## src/hdl/mqtt_receive_deframer_core_assert.svh

```systemverilog
// ----------------------------------------------------------------------------
// MQTT receive deframer assertion macros
// Concurrent assertion wrappers, compiled away when ASSERT_OFF is defined.
// ----------------------------------------------------------------------------
`ifndef MQTT_RECEIVE_DEFRAMER_CORE_ASSERT_SVH
`define MQTT_RECEIVE_DEFRAMER_CORE_ASSERT_SVH
`ifndef ASSERT_OFF
// The consequent must hold in the same cycle as the antecedent.
`define MRD_ASSERT_IMP(lbl, clk, rst, ante, cons, msg) \
  lbl: assert property (@(posedge clk) disable iff (rst) (ante) |-> (cons)) \
    else $error(msg);
// The expression must never be true outside reset.
`define MRD_ASSERT_NEVER(lbl, clk, rst, expr, msg) \
  lbl: assert property (@(posedge clk) disable iff (rst) !(expr)) \
    else $error(msg);
`else
`define MRD_ASSERT_IMP(lbl, clk, rst, ante, cons, msg)
`define MRD_ASSERT_NEVER(lbl, clk, rst, expr, msg)
`endif
`endif

```

## src/hdl/mrd_pkg.sv

```systemverilog
// ----------------------------------------------------------------------------
// MQTT receive deframer package
// Parser phases, result codes and the entry passed from front to back.
// ----------------------------------------------------------------------------
`timescale 1ns / 1ps
`default_nettype none

package mrd_pkg;

  typedef enum logic [2:0] {
    PH_HDR   = 3'd0,
    PH_LEN   = 3'd1,
    PH_TLHI  = 3'd2,
    PH_TLLO  = 3'd3,
    PH_TOPIC = 3'd4,
    PH_PID   = 3'd5,
    PH_PAY   = 3'd6,
    PH_SKIP  = 3'd7
  } phase_t;

  localparam logic [1:0] KIND_TOPIC   = 2'd0;
  localparam logic [1:0] KIND_PAYLOAD = 2'd1;
  localparam logic [1:0] KIND_DONE    = 2'd2;
  localparam logic [1:0] KIND_ERROR   = 2'd3;

  localparam logic [1:0] ERR_NONE      = 2'd0;
  localparam logic [1:0] ERR_TOPIC_LEN = 2'd1;
  localparam logic [1:0] ERR_MALFORMED = 2'd2;
  localparam logic [1:0] ERR_SHORT     = 2'd3;

  localparam logic [3:0] PKT_PUBLISH = 4'd3;

  // Topics of this many bytes or more are rejected.
  localparam logic [16:0] TOPIC_MAX = 17'd64;

  localparam int QUEUE_DEPTH = 4;
  localparam int QUEUE_AW    = 2;

  // One accepted byte yields at most a data beat followed by a closing beat.
  typedef struct packed {
    logic       first_valid;
    logic       first_payload;
    logic [7:0] data;
    logic       second_valid;
    logic       second_error;
    logic [1:0] error_code;
    logic [1:0] qos;
    logic [5:0] topic_length;
    logic [7:0] payload_length;
  } entry_t;

endpackage

`default_nettype wire

```

## src/hdl/mrd_byte_if.sv

```systemverilog
// ----------------------------------------------------------------------------
// Received byte channel
// Valid/ready channel carrying one byte of the MQTT stream per beat.
// ----------------------------------------------------------------------------
`timescale 1ns / 1ps
`default_nettype none

interface mrd_byte_if;
  logic       valid;
  logic       ready;
  logic [7:0] rx_byte;

  modport source (output valid, output rx_byte, input ready);
  modport sink   (input valid, input rx_byte, output ready);
endinterface

`default_nettype wire

```

## src/hdl/mrd_result_if.sv

```systemverilog
// ----------------------------------------------------------------------------
// Deframer result channel
// Valid/ready channel carrying one topic, payload, completion or error beat.
// ----------------------------------------------------------------------------
`timescale 1ns / 1ps
`default_nettype none

interface mrd_result_if;
  logic       valid;
  logic       ready;
  logic [1:0] kind;
  logic [7:0] data;
  logic [1:0] qos_level;
  logic [5:0] topic_length;
  logic [7:0] payload_length;
  logic [1:0] error_code;
  logic       last;

  modport source (output valid, output kind, output data, output qos_level,
                  output topic_length, output payload_length,
                  output error_code, output last, input ready);
  modport sink   (input valid, input kind, input data, input qos_level,
                  input topic_length, input payload_length,
                  input error_code, input last, output ready);
endinterface

`default_nettype wire

```

## src/hdl/mrd_front.sv

```systemverilog
// ----------------------------------------------------------------------------
// MQTT receive deframer front end
// Byte-serial packet parser; turns each byte into at most one queue entry.
// ----------------------------------------------------------------------------
`timescale 1ns / 1ps
`default_nettype none

module mrd_front #(
  parameter int PAYLOAD_MAX = 256
) (
  input  logic            clk,
  input  logic            rst,
  mrd_byte_if.sink        rx,
  output mrd_pkg::entry_t entry,
  output logic            push,
  input  logic            full
);
  import mrd_pkg::*;

  localparam int PeW = $clog2(PAYLOAD_MAX);

  phase_t         phase, phase_next;
  logic [3:0]     packet_type, packet_type_next;
  logic [1:0]     qos_held, qos_held_next;
  logic [27:0]    length_accumulator, length_accumulator_next;
  logic [2:0]     length_byte_count, length_byte_count_next;
  logic [27:0]    bytes_left, bytes_left_next;
  logic [15:0]    topic_size, topic_size_next;
  logic [15:0]    field_counter, field_counter_next;
  logic [PeW-1:0] payload_emitted, payload_emitted_next;

  logic           fire;
  logic [7:0]     b;
  logic [27:0]    len_shifted;
  logic [27:0]    acc_new;
  logic [2:0]     cnt_new;
  logic           len_bad;
  logic [27:0]    bl_dec;
  logic           at_end;
  logic           qos_any;
  logic [15:0]    ts_new;
  logic [16:0]    need;
  logic           too_long;
  logic           short_pub;
  logic [15:0]    fc_inc;
  logic           topic_done;
  logic           pid_done;
  logic           can_emit;
  logic [PeW-1:0] pe_new;
  logic [PeW-1:0] pe_fin;
  logic [PeW+7:0] pe_ext;

  assign rx.ready = !full;
  assign fire     = rx.valid && rx.ready;
  assign b        = rx.rx_byte;

  always_comb begin
    case (length_byte_count[1:0])
      2'd0: len_shifted = {21'd0, b[6:0]};
      2'd1: len_shifted = {14'd0, b[6:0], 7'd0};
      2'd2: len_shifted = {7'd0, b[6:0], 14'd0};
      2'd3: len_shifted = {b[6:0], 21'd0};
    endcase
  end

  assign acc_new    = length_accumulator | len_shifted;
  assign cnt_new    = length_byte_count + 3'd1;
  assign len_bad    = b[7] && (cnt_new >= 3'd4);
  assign bl_dec     = bytes_left - 28'd1;
  assign at_end     = (bl_dec == 28'd0);
  assign qos_any    = (qos_held != 2'd0);
  assign ts_new     = {topic_size[15:8], b};
  assign need       = {1'b0, ts_new} + (qos_any ? 17'd2 : 17'd0);
  assign too_long   = ({1'b0, ts_new} >= TOPIC_MAX);
  assign short_pub  = ({11'd0, need} > bl_dec);
  assign fc_inc     = field_counter + 16'd1;
  assign topic_done = (fc_inc >= topic_size);
  assign pid_done   = (fc_inc >= 16'd2);
  assign can_emit   = (payload_emitted < PeW'(PAYLOAD_MAX - 1));
  assign pe_new     = payload_emitted + PeW'(1);
  assign pe_fin     = (phase == PH_PAY && can_emit) ? pe_new : payload_emitted;
  assign pe_ext     = (PeW + 8)'(pe_fin);

  // Next state and parser registers.
  always_comb begin
    phase_next              = phase;
    packet_type_next        = packet_type;
    qos_held_next           = qos_held;
    length_accumulator_next = length_accumulator;
    length_byte_count_next  = length_byte_count;
    bytes_left_next         = bytes_left;
    topic_size_next         = topic_size;
    field_counter_next      = field_counter;
    payload_emitted_next    = payload_emitted;
    unique case (phase)
      PH_HDR: begin
        packet_type_next        = b[7:4];
        qos_held_next           = b[2:1];
        length_accumulator_next = '0;
        length_byte_count_next  = '0;
        topic_size_next         = '0;
        field_counter_next      = '0;
        payload_emitted_next    = '0;
        phase_next              = PH_LEN;
      end
      PH_LEN: begin
        length_accumulator_next = acc_new;
        length_byte_count_next  = cnt_new;
        if (b[7]) begin
          if (len_bad) begin
            bytes_left_next = '0;
            phase_next      = PH_HDR;
          end
        end else begin
          bytes_left_next = acc_new;
          if (packet_type == PKT_PUBLISH && acc_new >= 28'd2) begin
            phase_next = PH_TLHI;
          end else begin
            phase_next = (acc_new == 28'd0) ? PH_HDR : PH_SKIP;
          end
        end
      end
      PH_TLHI: begin
        topic_size_next = {b, 8'd0};
        bytes_left_next = bl_dec;
        phase_next      = PH_TLLO;
      end
      PH_TLLO: begin
        topic_size_next = ts_new;
        bytes_left_next = bl_dec;
        if (too_long || short_pub) begin
          phase_next = at_end ? PH_HDR : PH_SKIP;
        end else begin
          field_counter_next = '0;
          if (ts_new != 16'd0) begin
            phase_next = PH_TOPIC;
          end else if (qos_any) begin
            phase_next = PH_PID;
          end else begin
            phase_next = at_end ? PH_HDR : PH_PAY;
          end
        end
      end
      PH_TOPIC: begin
        field_counter_next = fc_inc;
        bytes_left_next    = bl_dec;
        if (topic_done) begin
          field_counter_next = '0;
          if (qos_any) begin
            phase_next = PH_PID;
          end else begin
            phase_next = at_end ? PH_HDR : PH_PAY;
          end
        end
      end
      PH_PID: begin
        field_counter_next = fc_inc;
        bytes_left_next    = bl_dec;
        if (pid_done) begin
          phase_next = at_end ? PH_HDR : PH_PAY;
        end
      end
      PH_PAY: begin
        if (can_emit) begin
          payload_emitted_next = pe_new;
        end
        bytes_left_next = bl_dec;
        if (at_end) begin
          phase_next = PH_HDR;
        end
      end
      PH_SKIP: begin
        if (bytes_left != 28'd0) begin
          bytes_left_next = bl_dec;
        end
        if (bytes_left <= 28'd1) begin
          phase_next = PH_HDR;
        end
      end
      default: phase_next = PH_HDR;
    endcase
  end

  // Queue entry for the byte now being taken.
  always_comb begin
    entry                = '0;
    entry.qos            = qos_held;
    entry.data           = b;
    entry.topic_length   = topic_size[5:0];
    entry.payload_length = pe_ext[7:0];
    unique case (phase)
      PH_LEN: begin
        if (len_bad) begin
          entry.second_valid = 1'b1;
          entry.second_error = 1'b1;
          entry.error_code   = ERR_MALFORMED;
        end else if (!b[7] && packet_type == PKT_PUBLISH && acc_new < 28'd2) begin
          entry.second_valid = 1'b1;
          entry.second_error = 1'b1;
          entry.error_code   = ERR_SHORT;
        end
      end
      PH_TLLO: begin
        if (too_long) begin
          entry.second_valid = 1'b1;
          entry.second_error = 1'b1;
          entry.error_code   = ERR_TOPIC_LEN;
        end else if (short_pub) begin
          entry.second_valid = 1'b1;
          entry.second_error = 1'b1;
          entry.error_code   = ERR_SHORT;
        end else if (ts_new == 16'd0 && !qos_any && at_end) begin
          entry.second_valid = 1'b1;
        end
      end
      PH_TOPIC: begin
        entry.first_valid  = 1'b1;
        entry.second_valid = topic_done && !qos_any && at_end;
      end
      PH_PID: begin
        entry.second_valid = pid_done && at_end;
      end
      PH_PAY: begin
        entry.first_valid   = can_emit;
        entry.first_payload = 1'b1;
        entry.second_valid  = at_end;
      end
      PH_HDR, PH_TLHI, PH_SKIP: begin
        entry.second_valid = 1'b0;
      end
      default: entry.second_valid = 1'b0;
    endcase
    // Error beats carry no counts.
    if (entry.second_error) begin
      entry.topic_length   = '0;
      entry.payload_length = '0;
    end
  end

  assign push = fire && (entry.first_valid || entry.second_valid);

  always_ff @(posedge clk) begin
    if (rst) begin
      phase              <= PH_HDR;
      packet_type        <= '0;
      qos_held           <= '0;
      length_accumulator <= '0;
      length_byte_count  <= '0;
      bytes_left         <= '0;
      topic_size         <= '0;
      field_counter      <= '0;
      payload_emitted    <= '0;
    end else if (fire) begin
      phase              <= phase_next;
      packet_type        <= packet_type_next;
      qos_held           <= qos_held_next;
      length_accumulator <= length_accumulator_next;
      length_byte_count  <= length_byte_count_next;
      bytes_left         <= bytes_left_next;
      topic_size         <= topic_size_next;
      field_counter      <= field_counter_next;
      payload_emitted    <= payload_emitted_next;
    end
  end

endmodule

`default_nettype wire

```

## src/hdl/mrd_queue.sv

```systemverilog
// ----------------------------------------------------------------------------
// MQTT receive deframer entry queue
// Short first-in first-out buffer between the parser and the result stage.
// ----------------------------------------------------------------------------
`timescale 1ns / 1ps
`default_nettype none

module mrd_queue (
  input  logic            clk,
  input  logic            rst,
  input  logic            push,
  input  mrd_pkg::entry_t wr_entry,
  output logic            full,
  input  logic            pop,
  output mrd_pkg::entry_t head,
  output logic            empty
);
  import mrd_pkg::*;

  entry_t              slots [QUEUE_DEPTH];
  logic [QUEUE_AW-1:0] wr_ptr;
  logic [QUEUE_AW-1:0] rd_ptr;
  logic [QUEUE_AW:0]   count;

  assign full  = (count == (QUEUE_AW + 1)'(QUEUE_DEPTH));
  assign empty = (count == '0);
  assign head  = slots[rd_ptr];

  always_ff @(posedge clk) begin
    if (push) begin
      slots[wr_ptr] <= wr_entry;
    end
  end

  always_ff @(posedge clk) begin
    if (rst) begin
      wr_ptr <= '0;
      rd_ptr <= '0;
      count  <= '0;
    end else begin
      if (push) begin
        wr_ptr <= wr_ptr + QUEUE_AW'(1);
      end
      if (pop) begin
        rd_ptr <= rd_ptr + QUEUE_AW'(1);
      end
      if (push && !pop) begin
        count <= count + (QUEUE_AW + 1)'(1);
      end else if (pop && !push) begin
        count <= count - (QUEUE_AW + 1)'(1);
      end
    end
  end

endmodule

`default_nettype wire

```

## src/hdl/mrd_back.sv

```systemverilog
// ----------------------------------------------------------------------------
// MQTT receive deframer result stage
// Holds one queue entry and presents its one or two beats on the output.
// ----------------------------------------------------------------------------
`timescale 1ns / 1ps
`default_nettype none

module mrd_back (
  input  logic            clk,
  input  logic            rst,
  input  mrd_pkg::entry_t head,
  input  logic            empty,
  output logic            pop,
  mrd_result_if.source    res
);
  import mrd_pkg::*;

  entry_t cur;
  logic   cur_valid;
  logic   on_second;
  logic   take;
  logic   cur_done;

  assign take     = res.valid && res.ready;
  assign cur_done = take && (on_second || !cur.second_valid);
  assign pop      = !empty && (!cur_valid || cur_done);

  always_ff @(posedge clk) begin
    if (pop) begin
      cur <= head;
    end
  end

  always_ff @(posedge clk) begin
    if (rst) begin
      cur_valid <= 1'b0;
      on_second <= 1'b0;
    end else if (pop) begin
      cur_valid <= 1'b1;
      on_second <= !head.first_valid;
    end else if (cur_done) begin
      cur_valid <= 1'b0;
    end else if (take) begin
      on_second <= 1'b1;
    end
  end

  always_comb begin
    res.valid     = cur_valid;
    res.qos_level = cur.qos;
    if (on_second) begin
      res.kind           = cur.second_error ? KIND_ERROR : KIND_DONE;
      res.data           = '0;
      res.topic_length   = cur.topic_length;
      res.payload_length = cur.payload_length;
      res.error_code     = cur.error_code;
      res.last           = 1'b1;
    end else begin
      res.kind           = cur.first_payload ? KIND_PAYLOAD : KIND_TOPIC;
      res.data           = cur.data;
      res.topic_length   = '0;
      res.payload_length = '0;
      res.error_code     = ERR_NONE;
      res.last           = 1'b0;
    end
  end

endmodule

`default_nettype wire

```

## src/hdl/mqtt_receive_deframer_core.sv

```systemverilog
// ----------------------------------------------------------------------------
// MQTT receive deframer
// Byte-serial MQTT 3.1.1 receive parser that streams out PUBLISH topic and
// payload bytes, followed by a completion or error beat per packet.
// ----------------------------------------------------------------------------
// Usage
//   rx carries the received byte stream, one byte per beat. res carries the
//   results: topic bytes, payload bytes (truncated to PAYLOAD_MAX-1 per
//   message), then a completion beat with QoS, topic length and payload
//   length, or an error beat with its code. last marks the closing beat.
//   Packets other than PUBLISH are consumed without any result, unless their
//   remaining length is malformed, which gives an error beat. Throughput is
//   one byte per cycle while the queue has room; the parser state updates
//   once per byte, so nothing else in the front end limits the rate.
//   A byte that ends a packet on a topic byte, or on a payload byte that is
//   not truncated, gives two beats, delivered by the result stage in order.
//   Each beat passes through the four-entry queue, then the result register.
//   When the receiver stalls, the queue fills and rx.ready drops once it
//   holds four entries; bytes that produce no result still need a free slot.
//   Synchronous reset returns the parser to waiting for a fixed header and
//   empties the queue and the result register; pending beats are dropped.
// ----------------------------------------------------------------------------
`timescale 1ns / 1ps
`default_nettype none
`include "mqtt_receive_deframer_core_assert.svh"

module mqtt_receive_deframer_core #(
  parameter int PAYLOAD_MAX = 256
) (
  input  logic         clk,
  input  logic         rst,
  mrd_byte_if.sink     rx,
  mrd_result_if.source res
);
  import mrd_pkg::*;

  entry_t wr_entry;
  entry_t head;
  logic   push;
  logic   full;
  logic   pop;
  logic   empty;

  // Front: parses the stream and classifies each byte.
  mrd_front #(
    .PAYLOAD_MAX(PAYLOAD_MAX)
  ) u_front (
    .clk   (clk),
    .rst   (rst),
    .rx    (rx),
    .entry (wr_entry),
    .push  (push),
    .full  (full)
  );

  // Queue: decouples parsing from result delivery.
  mrd_queue u_queue (
    .clk      (clk),
    .rst      (rst),
    .push     (push),
    .wr_entry (wr_entry),
    .full     (full),
    .pop      (pop),
    .head     (head),
    .empty    (empty)
  );

  // Back: registered output, one beat per cycle while res.ready is high.
  mrd_back u_back (
    .clk   (clk),
    .rst   (rst),
    .head  (head),
    .empty (empty),
    .pop   (pop),
    .res   (res)
  );

  // The front end only pushes into a queue with room.
  `MRD_ASSERT_NEVER(a_no_overflow, clk, rst, push && full, "entry pushed into full queue")
  // The result stage only loads from a non-empty queue.
  `MRD_ASSERT_NEVER(a_no_underflow, clk, rst, pop && empty, "entry popped from empty queue")
  // Closing beats, and only those, carry last.
  `MRD_ASSERT_IMP(a_last_kind, clk, rst, res.valid, res.last == (res.kind == KIND_DONE || res.kind == KIND_ERROR), "last does not match kind")
  // An error beat always names its cause.
  `MRD_ASSERT_IMP(a_err_code, clk, rst, res.valid && res.kind == KIND_ERROR, res.error_code != ERR_NONE, "error beat without code")

endmodule

`default_nettype wire
```

## src/flat_wrapper.sv

```systemverilog
// flat-port wrapper written by rule: the top's interface ports become plain ports
module mqtt_receive_deframer_core_flat import mrd_pkg::*;
#(
  parameter int PAYLOAD_MAX = 256
)
  (clk, rst, rx_valid, rx_rx_byte, rx_ready, res_valid, res_kind, res_data, res_qos_level, res_topic_length, res_payload_length, res_error_code, res_last, res_ready);
  mrd_byte_if rx_i ();
  mrd_result_if res_i ();
  input  logic clk;
  input  logic rst;
  input wire logic [$bits(rx_i.valid)-1:0] rx_valid;
  input wire logic [$bits(rx_i.rx_byte)-1:0] rx_rx_byte;
  output wire logic [$bits(rx_i.ready)-1:0] rx_ready;
  output wire logic [$bits(res_i.valid)-1:0] res_valid;
  output wire logic [$bits(res_i.kind)-1:0] res_kind;
  output wire logic [$bits(res_i.data)-1:0] res_data;
  output wire logic [$bits(res_i.qos_level)-1:0] res_qos_level;
  output wire logic [$bits(res_i.topic_length)-1:0] res_topic_length;
  output wire logic [$bits(res_i.payload_length)-1:0] res_payload_length;
  output wire logic [$bits(res_i.error_code)-1:0] res_error_code;
  output wire logic [$bits(res_i.last)-1:0] res_last;
  input wire logic [$bits(res_i.ready)-1:0] res_ready;
  assign rx_i.valid = rx_valid;
  assign rx_i.rx_byte = rx_rx_byte;
  assign rx_ready = rx_i.ready;
  assign res_valid = res_i.valid;
  assign res_kind = res_i.kind;
  assign res_data = res_i.data;
  assign res_qos_level = res_i.qos_level;
  assign res_topic_length = res_i.topic_length;
  assign res_payload_length = res_i.payload_length;
  assign res_error_code = res_i.error_code;
  assign res_last = res_i.last;
  assign res_i.ready = res_ready;
  mqtt_receive_deframer_core #(.PAYLOAD_MAX(PAYLOAD_MAX)) u_core (.clk(clk), .rst(rst), .rx(rx_i), .res(res_i));
endmodule
```

## config.mk

```make
export PLATFORM = sky130hd
export DESIGN_NAME = mqtt_receive_deframer_core_flat
export DESIGN_NICKNAME = d
export VERILOG_FILES = /design/src/hdl/mrd_pkg.sv /design/src/hdl/mrd_byte_if.sv /design/src/hdl/mrd_result_if.sv /design/src/hdl/mrd_front.sv /design/src/hdl/mrd_queue.sv /design/src/hdl/mrd_back.sv /design/src/hdl/mqtt_receive_deframer_core.sv /design/src/flat_wrapper.sv
export VERILOG_INCLUDE_DIRS = /design/src /design/src/hdl
export SDC_FILE = /design/constraint.sdc
export NUM_CORES = 1
export LEC_CHECK = 0
export ABC_AREA = 1
export BUFFER_PORTS_ARGS = -buffer_cell sky130_fd_sc_hd__buf_2
export CAP_MARGIN = 20
export CORE_MARGIN = 8
export CORE_UTILIZATION = 50
export CTS_CLUSTER_SIZE = 20
export DETAILED_ROUTE_END_ITERATION = 6
export PLACE_DENSITY = 0.69
export SLEW_MARGIN = 30
export SYNTH_ARGS = -nofsm -noshare
export SYNTH_HDL_FRONTEND = slang
export SYNTH_HIERARCHICAL = 1
export SYNTH_SLANG_ARGS = --single-unit
```

## constraint.sdc

```tcl
create_clock -name clk -period 5.6 [get_ports clk]
set_input_delay 1.68 -clock clk [delete_from_list [all_inputs] [get_ports clk]]
set_output_delay 1.68 -clock clk [all_outputs]
set_load 0.01 [all_outputs]
```

==> results.toml <==
[status]
outcome = "completed"

[placed_design]
dpl-instance-area_um2 = 14800
place_ws_ns = -0.602
globalplace.congestion = 0.942
portBuffers = 42
dpl.hpwl_mm = 25.6

[die]
core_area_um2 = 27900
rows = 61
die-area_um2 = 34000
die_w_um = 184
ios = 43
initial_core_util = 0.508
chipHeight_um = 184

[layout]
final_util = 0.575
nets = 1830
diodes = 0
finalInstanceArea_um2 = 16000
area_growth_pct = 13.2
drive_gt1_frac = 0.120

[sta]
min_period_ns = 5.39
timing.hold.ws_ns = 0.451
hold_violations = 0
tightestPinTransition_ns = 0.955
setup_slack_ns = 0.208
setup_viol = 0
slew_headroom = 0.363
max_freq_mhz = 185
drv_slew = 0
min_period_over_period = 0.963
finClkSkew_ns = 0.00894

[synth]
ys_types = 52
synth_cells = 1717
avgSynthCellArea_um2 = 8.24
synth-simple-area-share = 0.224
yosysWarnings = 6
synthAdderAreaFrac = 0.0456
syn_area_um2 = 14200
synthArstFlopShare = 0
synth-seq-cells = 268
synthMuxAreaShare = 0
synth_compound_area_frac = 0.143
synthesis.nets = 1780
synth-main-ff-cell = "edfxtp_1"
synth-edff-count = 149
synthXorXnorAreaFrac = 0.0130
seq_area_frac_synth = 0.484
synth_top_family_by_area = "simple AND/OR/NAND/NOR gates"

[global_route]
gr-total-overflow = 0
grt_pass1_wl_mm = 57.3
grt_pass1_vias = 10936
track_usage = 0.209
antenna_found_initial = 0
grt_max_degree = 61

[critical_path]
path_class = "in -> reg"
r2r_start = "u_core/u_front/qos_held[0]"
cp_common_cell = "nand2_1"
cp.required_ns = 6.06
worstPathMaxFanout = 4
r2r_end = "u_core/u_queue/count[1]"
worstSetupEndpointType = "flip-flop"
reg2regPathDepth = 31
rrSetupSlack_ns = 0.76
arrival_ns = 5.85
cp-start-kind = "input pin"
max_stage_delay_ns = 0.43
crit_slowest_cell = "fa_2"

[clock_network]
tritoncts = "done"
htree_levels = 1
root_buffer = "clkbuf_16"
cts_buffer_depth = 3
cts_made_buffers = 29
numClockSinks = 268
insertion_delay_ns = 0.56
path_clk_slew_ns = 0.06
ctsHoldBuffers = 0

[detailed_routing]
drc = 0
drtAntennaViolNets = 0
detail_route.wirelength_mm = 36.4
vias = 11930
post_drt_wl_per_cell_um = 16.8
dr.pass1.iters = 6
vias_per_cell = 5.51
drt_iter0_markers = 1032

[run]
maxCapViolCount = 0

[min_path]
min_path_type = "reg -> reg"
hp-start = "u_core/u_queue/rd_ptr[1]"
hold-path-cell-count = 1

[power]
powerDensity_nw_per_um2 = 455
vdd_drop_max_mv = 0.246
p_leak_nw = 6.63
[synth_stat cells (10+ instances only)]
cell type / count / share of area
a211oi_1: 18 / 0.0095
a21oi_1: 123 / 0.043
a21oi_2: 11 / 0.0068
a221oi_1: 20 / 0.012
buf_2: 10 / 0.0035
buf_4: 17 / 0.0090
buf_6: 10 / 0.0080
clkbuf_1: 33 / 0.0088
dfxtp_1: 119 / 0.17
edfxtp_1: 149 / 0.32
ha_1: 50 / 0.044
inv_1: 212 / 0.056
nand2_1: 327 / 0.087
nand2_2: 13 / 0.0057
nand3_1: 72 / 0.025
nand4_1: 29 / 0.013
nor2_1: 245 / 0.065
nor3_1: 19 / 0.0067
o21ai_0: 69 / 0.024
o21ai_1: 35 / 0.012
o21bai_1: 14 / 0.0074
o22ai_1: 43 / 0.019
xor2_1: 17 / 0.011
[worst max path at each step]
stage | depth (start not counted) | from | to | slack (ns)
4_1_cts | 31 | rx_rx_byte[1] | u_core/u_queue/count[1] | 0.07
3_3_place_gp | 31 | rx_rx_byte[1] | u_core/u_queue/count[1] | -0.52
5_1_grt | 30 | rx_rx_byte[1] | u_core/u_queue/count[1] | -0.05
2_1_floorplan | 25 | rx_rx_byte[1] | u_core/u_queue/slots[0][0] | 0.04
3_5_place_dp | 31 | rx_rx_byte[1] | u_core/u_queue/count[1] | -0.60
6_report | 30 | rx_rx_byte[1] | u_core/u_queue/count[1] | 0.21
[cell type report]
cell class,count,area (µm²)
timing repair buffer,91,681
clock inverter,19,297
tap,378,473
clock buffer,34,754
sequential,268,6860
multi-input combinational,1156,6120
inverter,221,840
fill,2512,11800
[layout by cell type (no fill, tap or decap), types with 14 or more instances in the layout]
cell	netlist	layout
clkbuf_16	0	29
inv_1	212	209
o21bai_1	14	14
nand3_1	72	72
nor3_1	19	17
a211oi_1	18	18
edfxtp_1	149	149
o22ai_1	43	43
nand4_1	29	29
buf_4	17	42
xor2_1	17	17
o21ai_0	69	68
nand2_2	13	15
a21oi_1	123	120
dfxtp_1	119	117
nand2_1	327	325
ha_1	50	46
nor2_1	245	243
a221oi_1	20	20
buf_2	10	41
o21ai_1	35	36
[through the flow]
| step | TNS, ns | cells | total power, mW |
|---|---|---|---|
| 3_3_place_gp | -27.76 | 2110 | 5.09 |
| 6_report | 0 | 2167 | 7.30 |
| 3_5_place_dp | -32.95 | 2110 | 5.14 |
| 2_1_floorplan | 0 | 1717 | 4.52 |
| 4_1_cts | 0 | 2163 | 7.24 |
| 5_1_grt | -0.0512 | 2167 | 7.75 |
[logic make-up (layout without fill, tap and decap cells)]
group           Yosys count  count (layout)
simple gates            737             737
compound gates          347             347
fa+ha+maj                51              51
buf+inv                 293             365
xor+xnor                 21              21
flops                   268             268
[state kept, by name (all words and copies together) (netlist names), named ones only]
name / cells
u_core/u_front/length_accumulator: 28
u_core/u_front/topic_size: 16
u_core/u_front/bytes_left: 28
u_core/u_back/res.qos_level: 2
u_core/u_front/field_counter: 16
u_core/u_front/phase: 3
u_core/u_back/on_second: 1
u_core/u_front/payload_emitted: 8
u_core/u_front/packet_type: 4
u_core/u_back/res.valid: 1
u_core/u_queue/wr_ptr: 2
u_core/u_queue/rd_ptr: 2
u_core/u_front/qos_held: 2
u_core/u_queue/slots: 120
u_core/u_back/cur: 27
u_core/u_front/length_byte_count: 3
u_core/u_queue/count: 3
[critical path: cells and delay by family]
kind | cells | cell delay (ns)
AO/OA/AOI/OAI | 4 | 0.57
buffers and inverters | 4 | 0.40
AND/OR/NAND/NOR | 16 | 1.82
XOR/XNOR | 1 | 0.15
adder cells (fa/ha/maj) | 5 | 1.21
[power breakdown]
group,internal (mW),switching [mW],leakage [nW]
sequential,2.39,0.203,2.34
clock,1.29,0.799,0.491
combinational,0.837,1.78,3.80
total,4.51,2.78,6.63
[routing by layer]
metal,GRT usage,routed length [µm],up-vias
met2,0.357,17200,417
li1,-,-,5860
met1,0.277,16000,5584
met4,0.0545,939,0
met3,0.0262,2330,69
met5,0,0,-
[timing repair]
action,4_1_cts,5_1_grt
pin swaps,0,15
setup endpoints to repair,1,113
setup buffers,0,5
gates resized for setup,1,21
Power figures use the tool's default switching activity.
